File: config.mk
export PLATFORM = sky130hd
export DESIGN_NAME = console_audio_channels
export DESIGN_NICKNAME = d
export VERILOG_FILES = /design/src/rtl/cac_pkg.sv /design/src/rtl/console_audio_channels.sv /design/src/rtl/cac_pulse.sv
export SDC_FILE = /design/constraint.sdc
export NUM_CORES = 1
export LEC_CHECK = 0
export BUFFER_PORTS_ARGS = -buffer_cell sky130_fd_sc_hd__clkbuf_2
export CORE_UTILIZATION = 50
export DETAILED_ROUTE_END_ITERATION = 8
export PLACE_DENSITY = 0.67
export SLEW_MARGIN = 25
export SYNTH_ARGS = -nofsm -noshare
export SYNTH_HDL_FRONTEND = slang
export SYNTH_SLANG_ARGS = --single-unit
export TNS_END_PERCENT = 100
File: constraint.sdc
create_clock -name clk -period 5.55 [get_ports clk]
set_input_delay 0.8325 -clock clk [delete_from_list [all_inputs] [get_ports clk]]
set_output_delay 0.8325 -clock clk [all_outputs]
set_load 0.03 [all_outputs]
File: src/rtl/cac_pkg.sv
// ----------------------------------------------------------------------------
// cac_pkg
// Types, codes and tables shared by the sound unit files.
// ----------------------------------------------------------------------------
package cac_pkg;

    localparam int NumCfg = 5;
    localparam int CfgIdxW = 3;

    typedef enum logic [1:0] {
        ACT_TICK  = 2'd0,
        ACT_WRITE = 2'd1,
        ACT_READ  = 2'd2,
        ACT_DMC   = 2'd3
    } action_t;

    localparam logic [4:0] REG_P1_CTRL  = 5'h00;
    localparam logic [4:0] REG_P1_SWEEP = 5'h01;
    localparam logic [4:0] REG_P1_LO    = 5'h02;
    localparam logic [4:0] REG_P1_HI    = 5'h03;
    localparam logic [4:0] REG_P2_CTRL  = 5'h04;
    localparam logic [4:0] REG_P2_SWEEP = 5'h05;
    localparam logic [4:0] REG_P2_LO    = 5'h06;
    localparam logic [4:0] REG_P2_HI    = 5'h07;
    localparam logic [4:0] REG_TRI_LIN  = 5'h08;
    localparam logic [4:0] REG_TRI_LO   = 5'h0a;
    localparam logic [4:0] REG_TRI_HI   = 5'h0b;
    localparam logic [4:0] REG_NOI_CTRL = 5'h0c;
    localparam logic [4:0] REG_NOI_PER  = 5'h0e;
    localparam logic [4:0] REG_NOI_LEN  = 5'h0f;
    localparam logic [4:0] REG_DMC_FREQ = 5'h10;
    localparam logic [4:0] REG_DMC_RAW  = 5'h11;
    localparam logic [4:0] REG_DMC_ADDR = 5'h12;
    localparam logic [4:0] REG_DMC_LEN  = 5'h13;
    localparam logic [4:0] REG_STATUS   = 5'h15;
    localparam logic [4:0] REG_FRAME    = 5'h17;

    localparam logic [15:0] FrameStep1Rst = 16'd7457;
    localparam logic [15:0] FrameStep2Rst = 16'd14913;
    localparam logic [15:0] FrameStep3Rst = 16'd22371;
    localparam logic [15:0] FrameStep4Rst = 16'd29829;
    localparam logic [15:0] FrameStep5Rst = 16'd37281;

    typedef struct packed {
        logic [1:0] action;
        logic [4:0] reg_index;
        logic [7:0] write_data;
    } in_item_t;

    typedef struct packed {
        logic [3:0]  pulse1_level;
        logic [3:0]  pulse2_level;
        logic [3:0]  triangle_level;
        logic [3:0]  noise_level;
        logic [6:0]  dmc_level;
        logic [7:0]  read_data;
        logic        frame_irq;
        logic        dmc_request;
        logic [15:0] dmc_address;
    } out_item_t;

    typedef struct packed {
        logic start, halt, constant;
        logic [3:0] volume, decay, divider;
    } env_t;

    // events a pulse channel gets from the top level
    typedef struct packed {
        logic       tick;
        logic       quarter;
        logic       half;
        logic       wr;
        logic [1:0] wr_reg;
        logic [7:0] wr_data;
        logic       en_wr;
        logic       en_val;
    } pulse_ctl_t;

    function automatic logic [7:0] len_lookup(input logic [4:0] i);
        logic [7:0] r;
        unique case (i)
            5'd0: r = 8'd10;   5'd1: r = 8'd254;  5'd2: r = 8'd20;   5'd3: r = 8'd2;
            5'd4: r = 8'd40;   5'd5: r = 8'd4;    5'd6: r = 8'd80;   5'd7: r = 8'd6;
            5'd8: r = 8'd160;  5'd9: r = 8'd8;    5'd10: r = 8'd60;  5'd11: r = 8'd10;
            5'd12: r = 8'd14;  5'd13: r = 8'd12;  5'd14: r = 8'd26;  5'd15: r = 8'd14;
            5'd16: r = 8'd12;  5'd17: r = 8'd16;  5'd18: r = 8'd24;  5'd19: r = 8'd18;
            5'd20: r = 8'd48;  5'd21: r = 8'd20;  5'd22: r = 8'd96;  5'd23: r = 8'd22;
            5'd24: r = 8'd192; 5'd25: r = 8'd24;  5'd26: r = 8'd72;  5'd27: r = 8'd26;
            5'd28: r = 8'd16;  5'd29: r = 8'd28;  5'd30: r = 8'd32;  default: r = 8'd30;
        endcase
        return r;
    endfunction

    function automatic logic [11:0] noise_period(input logic [3:0] i);
        logic [11:0] r;
        unique case (i)
            4'd0: r = 12'd4;     4'd1: r = 12'd8;     4'd2: r = 12'd16;    4'd3: r = 12'd32;
            4'd4: r = 12'd64;    4'd5: r = 12'd96;    4'd6: r = 12'd128;   4'd7: r = 12'd160;
            4'd8: r = 12'd202;   4'd9: r = 12'd254;   4'd10: r = 12'd380;  4'd11: r = 12'd508;
            4'd12: r = 12'd762;  4'd13: r = 12'd1016; 4'd14: r = 12'd2034; default: r = 12'd4068;
        endcase
        return r;
    endfunction

    function automatic logic [8:0] dmc_period(input logic [3:0] i);
        logic [8:0] r;
        unique case (i)
            4'd0: r = 9'd428;  4'd1: r = 9'd380;  4'd2: r = 9'd340;  4'd3: r = 9'd320;
            4'd4: r = 9'd286;  4'd5: r = 9'd254;  4'd6: r = 9'd226;  4'd7: r = 9'd214;
            4'd8: r = 9'd190;  4'd9: r = 9'd160;  4'd10: r = 9'd142; 4'd11: r = 9'd128;
            4'd12: r = 9'd106; 4'd13: r = 9'd84;  4'd14: r = 9'd72;  default: r = 9'd54;
        endcase
        return r;
    endfunction

    function automatic logic [7:0] duty_lookup(input logic [1:0] i);
        logic [7:0] r;
        unique case (i)
            2'd0: r = 8'h02;
            2'd1: r = 8'h06;
            2'd2: r = 8'h1e;
            default: r = 8'hf9;
        endcase
        return r;
    endfunction

    function automatic logic [3:0] tri_lookup(input logic [4:0] s);
        return s[4] ? s[3:0] : ~s[3:0];
    endfunction

    function automatic env_t env_clock(input env_t e);
        env_t r;
        r = e;
        if (e.start) begin
            r.start = 1'b0;
            r.decay = 4'd15;
            r.divider = e.volume;
        end else if (e.divider != 4'd0) begin
            r.divider = e.divider - 4'd1;
        end else begin
            r.divider = e.volume;
            if (e.decay != 4'd0) r.decay = e.decay - 4'd1;
            else if (e.halt) r.decay = 4'd15;
        end
        return r;
    endfunction

    function automatic logic [3:0] env_level(input env_t e);
        return e.constant ? e.volume : e.decay;
    endfunction

endpackage

File: src/rtl/console_audio_channels.sv
// ----------------------------------------------------------------------------
// console_audio_channels
// Five-channel console sound unit with frame sequencer and DMC fetch request.
// ----------------------------------------------------------------------------
// One beat per clock: each accepted item (tick, register write, status read
// or DMC byte) updates the channel state in the cycle it is accepted and its
// result lands in the output register on the same edge, so the block takes
// an item every cycle while the output side keeps up. The output register
// holds one result; in_ready falls only while that result is unclaimed and
// out_ready is low. frame_step registers should be written while idle.
module console_audio_channels import cac_pkg::*; (
    input  logic               clk,
    input  logic               rst_n,
    input  logic               in_valid,
    output logic               in_ready,
    input  in_item_t           in_data,
    output logic               out_valid,
    input  logic               out_ready,
    output out_item_t          out_data,
    input  logic               cfg_valid,
    output logic               cfg_ready,
    input  logic [CfgIdxW-1:0] cfg_index,
    input  logic [15:0]        cfg_data
);

    logic [15:0] step_reg [NumCfg];
    logic        acc;
    logic        is_tick, is_wr, is_rd, is_status_rd;
    logic [4:0]  ri;
    logic [7:0]  wd;
    logic        quarter, half, frame_end, even;

    logic [15:0] fc_reg, fc_next;
    logic        five_reg, five_next, irq_en_reg, irq_en_next, irq_reg, irq_next;

    // triangle
    logic        t_ctrl_reg, t_ctrl_next, t_rf_reg, t_rf_next, t_en_reg, t_en_next;
    logic [6:0]  t_lrl_reg, t_lrl_next, t_lin_reg, t_lin_next;
    logic [7:0]  t_len_reg, t_len_next;
    logic [4:0]  t_seq_reg, t_seq_next;
    logic [10:0] t_per_reg, t_per_next, t_val_reg, t_val_next;

    // noise
    env_t        n_env_reg, n_env_next;
    logic        n_mode_reg, n_mode_next, n_en_reg, n_en_next;
    logic [7:0]  n_len_reg, n_len_next;
    logic [11:0] n_per_reg, n_per_next, n_val_reg, n_val_next;
    logic [14:0] n_sh_reg, n_sh_next;

    // dmc
    logic        d_en_reg, d_en_next;
    logic [6:0]  d_out_reg, d_out_next;
    logic [7:0]  d_buf_reg, d_buf_next;
    logic [3:0]  d_bits_reg, d_bits_next;
    logic [8:0]  d_per_reg, d_per_next, d_val_reg, d_val_next;
    logic [15:0] d_addr_reg, d_addr_next;
    logic [11:0] d_len_reg, d_len_next;
    logic        req;
    logic [15:0] req_addr;

    pulse_ctl_t  p1_ctl, p2_ctl;
    logic [3:0]  p1_lvl, p2_lvl;
    logic        p1_nz, p2_nz;
    logic        fb;
    logic [7:0]  rd;
    out_item_t   res;
    logic        out_valid_reg;
    out_item_t   out_data_reg;

    assign cfg_ready = 1'b1;
    assign in_ready = !out_valid_reg || out_ready;
    assign acc = in_valid && in_ready;
    assign ri = in_data.reg_index;
    assign wd = in_data.write_data;
    assign is_tick = acc && in_data.action == ACT_TICK;
    assign is_wr = acc && in_data.action == ACT_WRITE;
    assign is_rd = acc && in_data.action == ACT_READ;
    assign is_status_rd = is_rd && ri == REG_STATUS;

    always_ff @(posedge clk or negedge rst_n)
    begin
        if (!rst_n) begin
            step_reg[0] <= FrameStep1Rst;
            step_reg[1] <= FrameStep2Rst;
            step_reg[2] <= FrameStep3Rst;
            step_reg[3] <= FrameStep4Rst;
            step_reg[4] <= FrameStep5Rst;
        end else if (cfg_valid) begin
            for (int i = 0; i < NumCfg; i++)
                if (cfg_index == CfgIdxW'(i)) step_reg[i] <= cfg_data;
        end
    end

    assign even = !fc_reg[0];
    assign quarter = is_tick && (fc_reg == step_reg[0] || fc_reg == step_reg[1]
                     || fc_reg == step_reg[2] || fc_reg == step_reg[3]);
    assign half = is_tick && (fc_reg == step_reg[0] || fc_reg == step_reg[2]);
    assign frame_end = fc_reg == (five_reg ? step_reg[4] : step_reg[3]);

    always_comb
    begin
        p1_ctl = '0;
        p1_ctl.tick = is_tick && even;
        p1_ctl.quarter = quarter;
        p1_ctl.half = half;
        p1_ctl.wr = is_wr && ri[4:2] == 3'd0;
        p1_ctl.wr_reg = ri[1:0];
        p1_ctl.wr_data = wd;
        p1_ctl.en_wr = is_wr && ri == REG_STATUS;
        p1_ctl.en_val = wd[0];
        p2_ctl = p1_ctl;
        p2_ctl.wr = is_wr && ri[4:2] == 3'd1;
        p2_ctl.en_val = wd[1];
    end

    cac_pulse #(.ONES_NEG(1'b1)) u_pulse1 (
        .clk(clk), .rst_n(rst_n), .ctl(p1_ctl), .level(p1_lvl), .length_nz(p1_nz)
    );
    cac_pulse #(.ONES_NEG(1'b0)) u_pulse2 (
        .clk(clk), .rst_n(rst_n), .ctl(p2_ctl), .level(p2_lvl), .length_nz(p2_nz)
    );

    always_comb
    begin
        fc_next = fc_reg; five_next = five_reg; irq_en_next = irq_en_reg; irq_next = irq_reg;
        t_ctrl_next = t_ctrl_reg; t_rf_next = t_rf_reg; t_en_next = t_en_reg;
        t_lrl_next = t_lrl_reg; t_lin_next = t_lin_reg; t_len_next = t_len_reg;
        t_seq_next = t_seq_reg; t_per_next = t_per_reg; t_val_next = t_val_reg;
        n_env_next = n_env_reg; n_mode_next = n_mode_reg; n_en_next = n_en_reg;
        n_len_next = n_len_reg; n_per_next = n_per_reg; n_val_next = n_val_reg;
        n_sh_next = n_sh_reg;
        d_en_next = d_en_reg; d_out_next = d_out_reg; d_buf_next = d_buf_reg;
        d_bits_next = d_bits_reg; d_per_next = d_per_reg; d_val_next = d_val_reg;
        d_addr_next = d_addr_reg; d_len_next = d_len_reg;
        req = 1'b0; req_addr = 16'd0;
        fb = 1'b0;
        rd = 8'd0;

        if (is_tick) begin
            if (t_val_reg == 11'd0) begin
                t_val_next = t_per_reg;
                if (t_len_reg != 8'd0 && t_lin_reg != 7'd0 && t_per_reg > 11'd2)
                    t_seq_next = t_seq_reg + 5'd1;
            end else begin
                t_val_next = t_val_reg - 11'd1;
            end
            if (even) begin
                if (n_val_reg != 12'd0) begin
                    n_val_next = n_val_reg - 12'd1;
                end else begin
                    n_val_next = n_per_reg;
                    fb = n_sh_reg[0] ^ (n_mode_reg ? n_sh_reg[6] : n_sh_reg[1]);
                    n_sh_next = {fb, n_sh_reg[14:1]};
                end
                if (d_en_reg) begin
                    if (d_val_reg != 9'd0) begin
                        d_val_next = d_val_reg - 9'd1;
                    end else begin
                        d_val_next = d_per_reg;
                        if (d_bits_reg != 4'd0) begin
                            d_buf_next = d_buf_reg >> 1;
                            d_bits_next = d_bits_reg - 4'd1;
                            if (d_buf_reg[0] && d_out_reg <= 7'd125)
                                d_out_next = d_out_reg + 7'd2;
                            if (!d_buf_reg[0] && d_out_reg >= 7'd2)
                                d_out_next = d_out_reg - 7'd2;
                        end
                        if (d_bits_next == 4'd0 && d_len_reg != 12'd0) begin
                            d_len_next = d_len_reg - 12'd1;
                            req = 1'b1;
                            req_addr = d_addr_reg | 16'h8000;
                            d_buf_next = 8'd0;
                            d_bits_next = 4'd8;
                            d_addr_next = d_addr_reg + 16'd1;
                        end
                    end
                end
            end
            if (quarter) begin
                if (t_rf_reg) t_lin_next = t_lrl_reg;
                else if (t_lin_reg != 7'd0) t_lin_next = t_lin_reg - 7'd1;
                if (!t_ctrl_reg) t_rf_next = 1'b0;
                n_env_next = env_clock(n_env_reg);
            end
            if (half) begin
                if (t_len_reg != 8'd0 && !t_ctrl_reg) t_len_next = t_len_reg - 8'd1;
                if (n_len_reg != 8'd0 && !n_env_reg.halt) n_len_next = n_len_reg - 8'd1;
            end
            if (frame_end) begin
                if (irq_en_reg) irq_next = 1'b1;
                fc_next = 16'd0;
            end else begin
                fc_next = fc_reg + 16'd1;
            end
        end

        if (is_wr) begin
            unique case (ri)
                REG_TRI_LIN: begin
                    t_ctrl_next = wd[7];
                    t_lrl_next = wd[6:0];
                end
                REG_TRI_LO: t_per_next = {t_per_reg[10:8], wd};
                REG_TRI_HI: begin
                    t_per_next = {wd[2:0], t_per_reg[7:0]};
                    if (t_en_reg) t_len_next = len_lookup(wd[7:3]);
                    t_rf_next = 1'b1;
                end
                REG_NOI_CTRL: begin
                    n_env_next.halt = wd[5];
                    n_env_next.constant = wd[4];
                    n_env_next.volume = wd[3:0];
                end
                REG_NOI_PER: begin
                    n_mode_next = wd[7];
                    n_per_next = noise_period(wd[3:0]);
                end
                REG_NOI_LEN: begin
                    if (n_en_reg) n_len_next = len_lookup(wd[7:3]);
                    n_env_next.start = 1'b1;
                end
                REG_DMC_FREQ: d_per_next = dmc_period(wd[3:0]);
                REG_DMC_RAW: d_out_next = wd[6:0];
                REG_DMC_ADDR: d_addr_next = {2'b11, wd, 6'd0};
                REG_DMC_LEN: d_len_next = {wd, 4'd1};
                REG_STATUS: begin
                    t_en_next = wd[2];
                    if (!wd[2]) t_len_next = 8'd0;
                    n_en_next = wd[3];
                    if (!wd[3]) n_len_next = 8'd0;
                    d_en_next = wd[4];
                end
                REG_FRAME: begin
                    if (wd[6]) irq_next = 1'b0;
                    five_next = wd[7];
                    irq_en_next = wd[7:6] == 2'b00;
                    fc_next = 16'd0;
                end
                default: ;
            endcase
        end

        if (is_status_rd) begin
            rd = {3'd0, d_en_reg, n_len_reg != 8'd0, t_len_reg != 8'd0, p2_nz, p1_nz};
            irq_next = 1'b0;
        end

        if (acc && in_data.action == ACT_DMC) d_buf_next = wd;
    end

    // result fields read the state being committed on this edge
    always_comb
    begin
        res = '0;
        res.pulse1_level = 4'd0;
        res.triangle_level = tri_lookup(t_seq_next);
        res.noise_level = (!n_en_next || n_sh_next[0] || n_len_next == 8'd0)
                          ? 4'd0 : env_level(n_env_next);
        res.dmc_level = d_out_next;
        res.read_data = rd;
        res.frame_irq = irq_next;
        res.dmc_request = req;
        res.dmc_address = req_addr;
    end

    always_ff @(posedge clk or negedge rst_n)
    begin
        if (!rst_n) begin
            fc_reg <= '0; five_reg <= 1'b0; irq_en_reg <= 1'b0; irq_reg <= 1'b0;
            t_ctrl_reg <= 1'b0; t_rf_reg <= 1'b0; t_en_reg <= 1'b0; t_lrl_reg <= '0;
            t_lin_reg <= '0; t_len_reg <= '0; t_seq_reg <= '0; t_per_reg <= '0;
            t_val_reg <= '0;
            n_env_reg <= '0; n_mode_reg <= 1'b0; n_en_reg <= 1'b0; n_len_reg <= '0;
            n_per_reg <= '0; n_val_reg <= '0; n_sh_reg <= 15'd1;
            d_en_reg <= 1'b0; d_out_reg <= '0; d_buf_reg <= '0; d_bits_reg <= '0;
            d_per_reg <= '0; d_val_reg <= '0; d_addr_reg <= '0; d_len_reg <= '0;
            out_valid_reg <= 1'b0;
        end else begin
            fc_reg <= fc_next; five_reg <= five_next; irq_en_reg <= irq_en_next;
            irq_reg <= irq_next;
            t_ctrl_reg <= t_ctrl_next; t_rf_reg <= t_rf_next; t_en_reg <= t_en_next;
            t_lrl_reg <= t_lrl_next; t_lin_reg <= t_lin_next; t_len_reg <= t_len_next;
            t_seq_reg <= t_seq_next; t_per_reg <= t_per_next; t_val_reg <= t_val_next;
            n_env_reg <= n_env_next; n_mode_reg <= n_mode_next; n_en_reg <= n_en_next;
            n_len_reg <= n_len_next; n_per_reg <= n_per_next; n_val_reg <= n_val_next;
            n_sh_reg <= n_sh_next;
            d_en_reg <= d_en_next; d_out_reg <= d_out_next; d_buf_reg <= d_buf_next;
            d_bits_reg <= d_bits_next; d_per_reg <= d_per_next; d_val_reg <= d_val_next;
            d_addr_reg <= d_addr_next; d_len_reg <= d_len_next;
            if (acc) out_valid_reg <= 1'b1;
            else if (out_ready) out_valid_reg <= 1'b0;
        end
    end

    // pulse levels come from the channel registers once they have taken this
    // edge's update, so they are merged at the output rather than captured here
    logic pend_reg;
    always_ff @(posedge clk)
    begin
        if (acc) out_data_reg <= res;
    end
    always_ff @(posedge clk or negedge rst_n)
    begin
        if (!rst_n) pend_reg <= 1'b0;
        else if (acc) pend_reg <= 1'b1;
        else if (out_ready) pend_reg <= 1'b0;
    end

    always_comb
    begin
        out_data = out_data_reg;
        out_data.pulse1_level = p1_lvl;
        out_data.pulse2_level = p2_lvl;
    end
    assign out_valid = out_valid_reg && pend_reg;

endmodule

File: src/rtl/cac_pulse.sv
// ----------------------------------------------------------------------------
// cac_pulse
// One pulse channel: duty sequencer, envelope, sweep and length counter.
// ----------------------------------------------------------------------------
module cac_pulse import cac_pkg::*; #(
    parameter bit ONES_NEG = 1'b1
) (
    input  logic       clk,
    input  logic       rst_n,
    input  pulse_ctl_t ctl,
    output logic [3:0] level,
    output logic       length_nz
);

    logic [7:0]  duty_reg, duty_next;
    env_t        env_reg, env_next;
    logic        sw_en_reg, sw_en_next, sw_neg_reg, sw_neg_next, sw_rld_reg, sw_rld_next;
    logic [2:0]  sw_per_reg, sw_per_next, sw_shift_reg, sw_shift_next;
    logic [2:0]  sw_val_reg, sw_val_next;
    logic [10:0] period_reg, period_next, timer_reg, timer_next;
    logic [2:0]  seq_reg, seq_next;
    logic [7:0]  len_reg, len_next;
    logic        en_reg, en_next;
    logic [15:0] target_cur;

    function automatic logic [15:0] calc_target(input logic [10:0] p, input logic [2:0] sh,
                                                input logic ng);
        logic [15:0] pw, d;
        pw = {5'd0, p};
        d = pw >> sh;
        if (ng) return pw - d - (ONES_NEG ? 16'd1 : 16'd0);
        return pw + d;
    endfunction

    // target is always a function of current period/shift/negate
    assign target_cur = calc_target(period_reg, sw_shift_reg, sw_neg_reg);

    always_comb
    begin
        duty_next = duty_reg; env_next = env_reg;
        sw_en_next = sw_en_reg; sw_neg_next = sw_neg_reg; sw_rld_next = sw_rld_reg;
        sw_per_next = sw_per_reg; sw_shift_next = sw_shift_reg; sw_val_next = sw_val_reg;
        period_next = period_reg; timer_next = timer_reg; seq_next = seq_reg;
        len_next = len_reg; en_next = en_reg;
        if (ctl.tick) begin
            if (timer_reg == 11'd0) begin
                timer_next = period_reg;
                seq_next = seq_reg + 3'd1;
            end else begin
                timer_next = timer_reg - 11'd1;
            end
        end
        if (ctl.quarter) env_next = env_clock(env_reg);
        if (ctl.half) begin
            if (sw_en_reg && sw_val_reg == 3'd0 && sw_shift_reg != 3'd0
                && target_cur[15:11] == 5'd0)
                period_next = target_cur[10:0];
            if (sw_val_reg == 3'd0 || sw_rld_reg) begin
                sw_val_next = sw_per_reg;
                sw_rld_next = 1'b0;
            end else begin
                sw_val_next = sw_val_reg - 3'd1;
            end
            if (len_reg != 8'd0 && !env_reg.halt) len_next = len_reg - 8'd1;
        end
        if (ctl.wr) begin
            unique case (ctl.wr_reg)
                2'd0: begin
                    duty_next = duty_lookup(ctl.wr_data[7:6]);
                    env_next.halt = ctl.wr_data[5];
                    env_next.constant = ctl.wr_data[4];
                    env_next.volume = ctl.wr_data[3:0];
                end
                2'd1: begin
                    sw_en_next = ctl.wr_data[7];
                    sw_per_next = ctl.wr_data[6:4];
                    sw_neg_next = ctl.wr_data[3];
                    sw_shift_next = ctl.wr_data[2:0];
                    sw_rld_next = 1'b1;
                end
                2'd2: period_next = {period_reg[10:8], ctl.wr_data};
                default: begin
                    period_next = {ctl.wr_data[2:0], period_reg[7:0]};
                    seq_next = 3'd0;
                    if (en_reg) len_next = len_lookup(ctl.wr_data[7:3]);
                    env_next.start = 1'b1;
                end
            endcase
        end
        if (ctl.en_wr) begin
            en_next = ctl.en_val;
            if (!ctl.en_val) len_next = 8'd0;
        end
    end

    always_ff @(posedge clk or negedge rst_n)
    begin
        if (!rst_n) begin
            duty_reg <= '0; env_reg <= '0; sw_en_reg <= 1'b0; sw_neg_reg <= 1'b0;
            sw_rld_reg <= 1'b0; sw_per_reg <= '0; sw_shift_reg <= '0; sw_val_reg <= '0;
            period_reg <= '0; timer_reg <= '0; seq_reg <= '0; len_reg <= '0; en_reg <= 1'b0;
        end else begin
            duty_reg <= duty_next; env_reg <= env_next; sw_en_reg <= sw_en_next;
            sw_neg_reg <= sw_neg_next; sw_rld_reg <= sw_rld_next; sw_per_reg <= sw_per_next;
            sw_shift_reg <= sw_shift_next; sw_val_reg <= sw_val_next;
            period_reg <= period_next; timer_reg <= timer_next; seq_reg <= seq_next;
            len_reg <= len_next; en_reg <= en_next;
        end
    end

    assign length_nz = len_reg != 8'd0;
    assign level = (!en_reg || period_reg < 11'd8 || len_reg == 8'd0
                    || target_cur[15:11] != 5'd0 || !duty_reg[seq_reg])
                   ? 4'd0 : env_level(env_reg);

endmodule

==> metrics.yaml, run 1 <==
fmax_ghz: 0.189
combPwrFrac: 0.198
required_ns: 4.72
maxCapViolCount: 0
endpoint_kind: "output pin"
grt_start_max_net_pins: 114
grt_pass1_wl_microns: 105000
hold_ws_ns: 0.256
numCtsBuffers: 50
cts_sinks: 446
cts_root_buffer: "clkbuf_16"
hold_buffers: 0
final_max_slew_viol_count: 0
final_util: 0.572
tightest_slew_ns: 0.990
setup_viol: 0
yosys_warnings: 0
pre_cts_ws_ns: 0.412
start_kind: "flop"
syn_inst: 2618
r2r_start: "u_pulse1.sw_shift_reg[1]"
tns_ns: 0
netlist_area_sq_um: 25200
synthTopCellsByArea: "dfrtp_1, mux2_2, edfxtp_1"
antennaDiodeCount: 0
grt_pass1_vias: 19400
die_w_microns: 227
routed-wl-met3_microns: 3690
ys_top_cells_by_count: "dfrtp_1, nand2_1, nor2_1, o21ai_0, a21oi_1"
yosys.area.top_type: "dfrtp_1"
hold_class: "in2async"
drive_gt1_frac: 0.169
crit_end: "out_data[42]"
core_area_sq_um: 49400
synth_seq_cells: 446
start_util: 0.511
die_h_microns: 227
hpwl_microns: 45600
path_class: "reg2out"
wl_per_cell_microns: 19.6
overflow: 0
dr.pass1.iters: 7
dpl-instance-area_sq_um: 26300
ioPinCount: 91
hold_viol_final: 0
skew_ns: 0.0226
insertion_delay_ns: 0.61
status: "finished clean"
antenna_found_initial: 3
viasPerCell: 5.87
ys_seq_area_frac: 0.451
wl_microns: 66000
drtAntennaViolNets: 0
dr.first_iter.drc_count: 1470
switching_power_mw: 2.92
r2r_end: "u_pulse1.period_reg[8]"
gp_congestion: 0.895
slew_headroom: 0.334
swShare: 0.304
cp_max_fo: 7
clk_path_buf_depth: 3
wirelength_met1_microns: 29700
p_clk_frac: 0.369
p_leak_nw: 12.4
synth_edf_count: 37
fp-row-count: 81
powerDensity_nw_per_um2: 340
ir_drop_mv: 0.264
yosys.area.top_type_share: 0.371
vias: 19800
stdcell_area_sq_um: 28200
grt.total_usage: 0.261
numPortBuffers: 86
dr_wl_met2_microns: 30800
cp.arrival_ns: 4.47
syn2layout_area_growth_pct: 11.8
synthFlopType: "dfrtp_1"
htreeDepth: 2
drc_errors: 0
intPower_mw: 6.67
cts_tree: "yes"
ff2ff_setup_slack_ns: 1.04
syn_avg_cell_area_sq_um: 9.64
yosys.cell_types.count: 94
rr_worst_depth: 16
worst_slack_ns: 0.246
async_flop_share: 0.917
synth_most_common_cell: "dfrtp_1"
fp.dieArea_sq_um: 51400
largest_reg_flops: 80
seqPwrFrac: 0.433
fin_nets: 2786
period_needed_ns: 5.30
top_layer_used: "met5"
critPathLaunch: "u_pulse2.sw_shift_reg[1]"
min_period_over_period: 0.956
clk_pin_slew_ns: 0.05
## worst max-delay path: stages (launching register included)
cell and delay [ns]:
dfrtp_2 0.47, mux4_2 0.58, buf_4 0.17, mux2i_4 0.21
nand2_1 0.08, nor2_1 0.14, a21oi_1 0.09, xor2_1 0.18
ha_1 0.34, or2_2 0.32, o31ai_1 0.07, a31o_2 0.18
o21ai_1 0.09, or2_2 0.30, o32ai_4 0.14, nand2_2 0.16
nor2_1 0.15, clkbuf_2 0.21
## stage by stage
stage | cells | power (mW)
after global routing | 3369 | 10.0
after floorplan | 2620 | 5.47
final | 3369 | 9.59
after CTS | 3362 | 9.58
after detailed placement | 3266 | 6.04
after global placement | 3266 | 5.96
## cell usage in the layout, fill, tap and decap left out, types with 29 or more instances in the layout
master and n:
clkbuf_2 83, nor3_1 61, nand2_1 253, xnor2_1 108
nor2_1 221, buf_4 47, ha_1 79, nand3_1 46
edfxtp_1 37, mux2_2 129, xor2_1 84, a31oi_1 29
nor4_1 34, inv_1 111, mux2i_1 60, a21oi_1 148
dfstp_2 35, o21ai_0 207, and3_1 32, dfrtp_1 370
clkbuf_16 50
## cell type report
class                      instances  area (sq um)
clock inverter                    23           345
timing repair buffer             137           876
sequential                       446         11400
clock buffer                      70          1410
tap                              664           831
inverter                         113           424
fill                            4256         21100
multi-input combinational       1916         12900
## power groups by stage
stage          Clock (mW)  Sequential (mW)  Combinational, mW
5_1_grt              3.71             4.21               2.11
2_1_floorplan           0             4.05               1.42
3_5_place_dp            0             4.20               1.84
3_3_place_gp            0             4.17               1.78
6_report             3.54             4.15               1.90
4_1_cts              3.58             4.14               1.86
## logic make-up after synthesis
family	count (synthesis)	synth area share
xor gates and xnor gates	195	0.0686
other	2	0.000298
adders and majority gates	83	0.0421
buffers and inverters	258	0.0430
muxes	198	0.0874
and+or+nand+nor	839	0.164
AOI/OAI and AO/OA	597	0.144
DFF	446	0.451
## how the worst min path moves through the flow
stage                                     end  cells past startpoint
after detailed placement  u_pulse1.sw_rld_reg                      2
after global routing             t_lin_reg[3]                      1
after CTS                        t_lin_reg[3]                      1
after floorplan           u_pulse1.sw_rld_reg                      2
after global placement    u_pulse1.sw_rld_reg                      2
final                            t_lin_reg[3]                      1
## per-layer routing
metal,vias to the layer above,track usage
met3,126,0.0456
met5,-,0
met4,6,0.0796
li1,9365,-
met1,9769,0.361
met2,505,0.416
## what timing repair did
item	in CTS	in global routing
resized for setup	3	25
setup endpoints to repair	4	4
setup buffers	3	7
gates cloned	0	0
pin swaps	1	3
No activity file was read; power rests on OpenSTA's default activity.
==> run 2: changes to the inputs <==
- BUFFER_PORTS_ARGS: -buffer_cell sky130_fd_sc_hd__clkbuf_2 -> unset
- DONT_BUFFER_PORTS: unset -> 1
- PLACE_DENSITY: 0.67 -> unset
==> metrics.yaml, run 2 (synthesis gave the netlist of run 1 again) <==
cts_tree: "yes"
fin_nets: 2702
layout_common_cells: "dfrtp_1, nand2_1, nor2_1"
dr.pass1.iters: 6
cp_slowest_stage_delay_ns: 0.48
drtAntennaViolNets: 0
regArea_sq_um: 11400
largest_reg_flops: 80
final_max_slew_viol_count: 0
gp_congestion: 0.905
powerDensity_nw_per_um2: 337
drive_gt1_frac: 0.145
critPathTopFamily: "compound AO/OA/AOI/OAI gates"
die_w_microns: 227
syn2layout_area_growth_pct: 10.4
min_period_over_period: 0.975
tightest_slew_ns: 1.05
multiInputGateArea_sq_um: 13000
numPortBuffers: 0
start_kind: "flop"
viasPerCell: 5.88
dpl-instance-area_sq_um: 25700
required_ns: 4.72
ir_drop_mv: 0.285
path_cells: "buf_12 > mux2i_4 > a211oi_1 > a21oi_2 > ha_4 > nor2_1 > a21oi_2 > inv_1 > ha_1 > nor2b_1 > o2111ai_1 > a31o_2 > o21ai_0 > nor3_1 > o32ai_4 > nand2_2 > nor2_1 > buf_4"
status: "finished clean"
fillers: 4425
slew_headroom: 0.295
grt_pass1_vias: 18800
dr.first_iter.drc_count: 1377
grt_pass1_wl_microns: 105000
endpoint_kind: "output pin"
ff2ff_setup_slack_ns: 1.16
dp_cells: 3174
instances_no_fill: 3283
crit_buf_inv: 3
clk_path_buf_depth: 3
stdcell_area_sq_um: 27900
path_class: "reg2out"
maxCapViolCount: 0
cts_root_buffer: "clkbuf_16"
p_leak_nw: 12.0
numCtsBuffers: 49
antenna_found_initial: 1
rsz0062_at_grt: "yes"
overflow: 0
core_area_sq_um: 49400
hpwl_microns: 44700
drc_errors: 0
wl_per_cell_microns: 20.4
skew_ns: 0.0200
antennaDiodeCount: 0
final_util: 0.564
cp_max_fo: 12
cts_sinks: 446
hold_class: "in2async"
grt_start_max_net_pins: 410
fp-row-count: 81
htreeDepth: 2
start_util: 0.511
slowest_stage: "dfrtp_2"
insertion_delay_ns: 0.60
clk_pin_slew_ns: 0.06
final_common_cell: "dfrtp_1"
grt.total_usage: 0.260
setup_viol: 0
fmax_ghz: 0.185
cp.arrival_ns: 4.58
period_needed_ns: 5.41
fp.dieArea_sq_um: 51400
ioPinCount: 91
vias: 19300
hold_viol_final: 0
wl_microns: 67000
die_h_microns: 227
[run 2: changes by cell type in the layout (fill, tap and decap cells not counted), sizes merged]
cell,previous run,this run
bufinv,7,4
clkbuf,154,75
clkinv,13,12
dlygate4sd3,0,1
inv,115,111
[run 2: path summary, 6_finish.rpt]
check                                         start                endpoint  cells after the start
min in group clk                           in_valid                pend_reg                      1
setup reg to reg           u_pulse1.sw_shift_reg[0]  u_pulse1.period_reg[8]                     16
hold reg to reg               u_pulse2.timer_reg[6]   u_pulse2.timer_reg[6]                      1
hold / removal                                rst_n            t_val_reg[4]                      1
max in group asynchronous                     rst_n             n_sh_reg[1]                      1
setup / recovery           u_pulse2.sw_shift_reg[1]            out_data[41]                     18
[run 2: report_power, final]
part	internal, mW	total [mW]	switching (mW)
clock network	2.04	3.40	1.36
logic	0.813	1.80	0.984
registers	3.73	4.18	0.445
total	6.58	9.37	2.79
[run 2: repair_timing]
| item | in CTS | in global routing |
|---|---|---|
| pin swaps | 0 | 3 |
| endpoints found under the setup margin | 4 | 8 |
| resized for setup | 6 | 29 |
| hold endpoints to repair | 374 | 38 |
| setup buffers | 0 | 11 |
[run 2: through the flow]
step | total power, mW | TNS (ns) | hold slack [ns] | setup slack, ns
floorplan | 5.47 | 0 | 0.439 | 0.960
global placement | 5.82 | 0 | 0.455 | 0.543
detailed placement | 5.88 | 0 | 0.457 | 0.362
CTS | 9.31 | 0 | -0.0685 | 0.0239
global route | 9.85 | -0.453 | 0.0512 | -0.105
finish | 9.37 | 0 | 0.0614 | 0.140
[run 2: layout make-up]
type                       instances  area share
timing repair buffer              54      0.0199
inverter                         113      0.0152
clock inverter                    15     0.00674
multi-input combinational       1916       0.465
clock buffer                      75      0.0537
tap                              664      0.0298
sequential                       446       0.409
[run 2: per-layer routing]
metal | vias to the layer above | share of wire | global-route usage
met5 | - | 0.00019 | 0
met4 | 2 | 0.029 | 0.0850
met3 | 130 | 0.046 | 0.0424
met2 | 428 | 0.47 | 0.417
met1 | 9573 | 0.46 | 0.357
li1 | 9180 | - | -
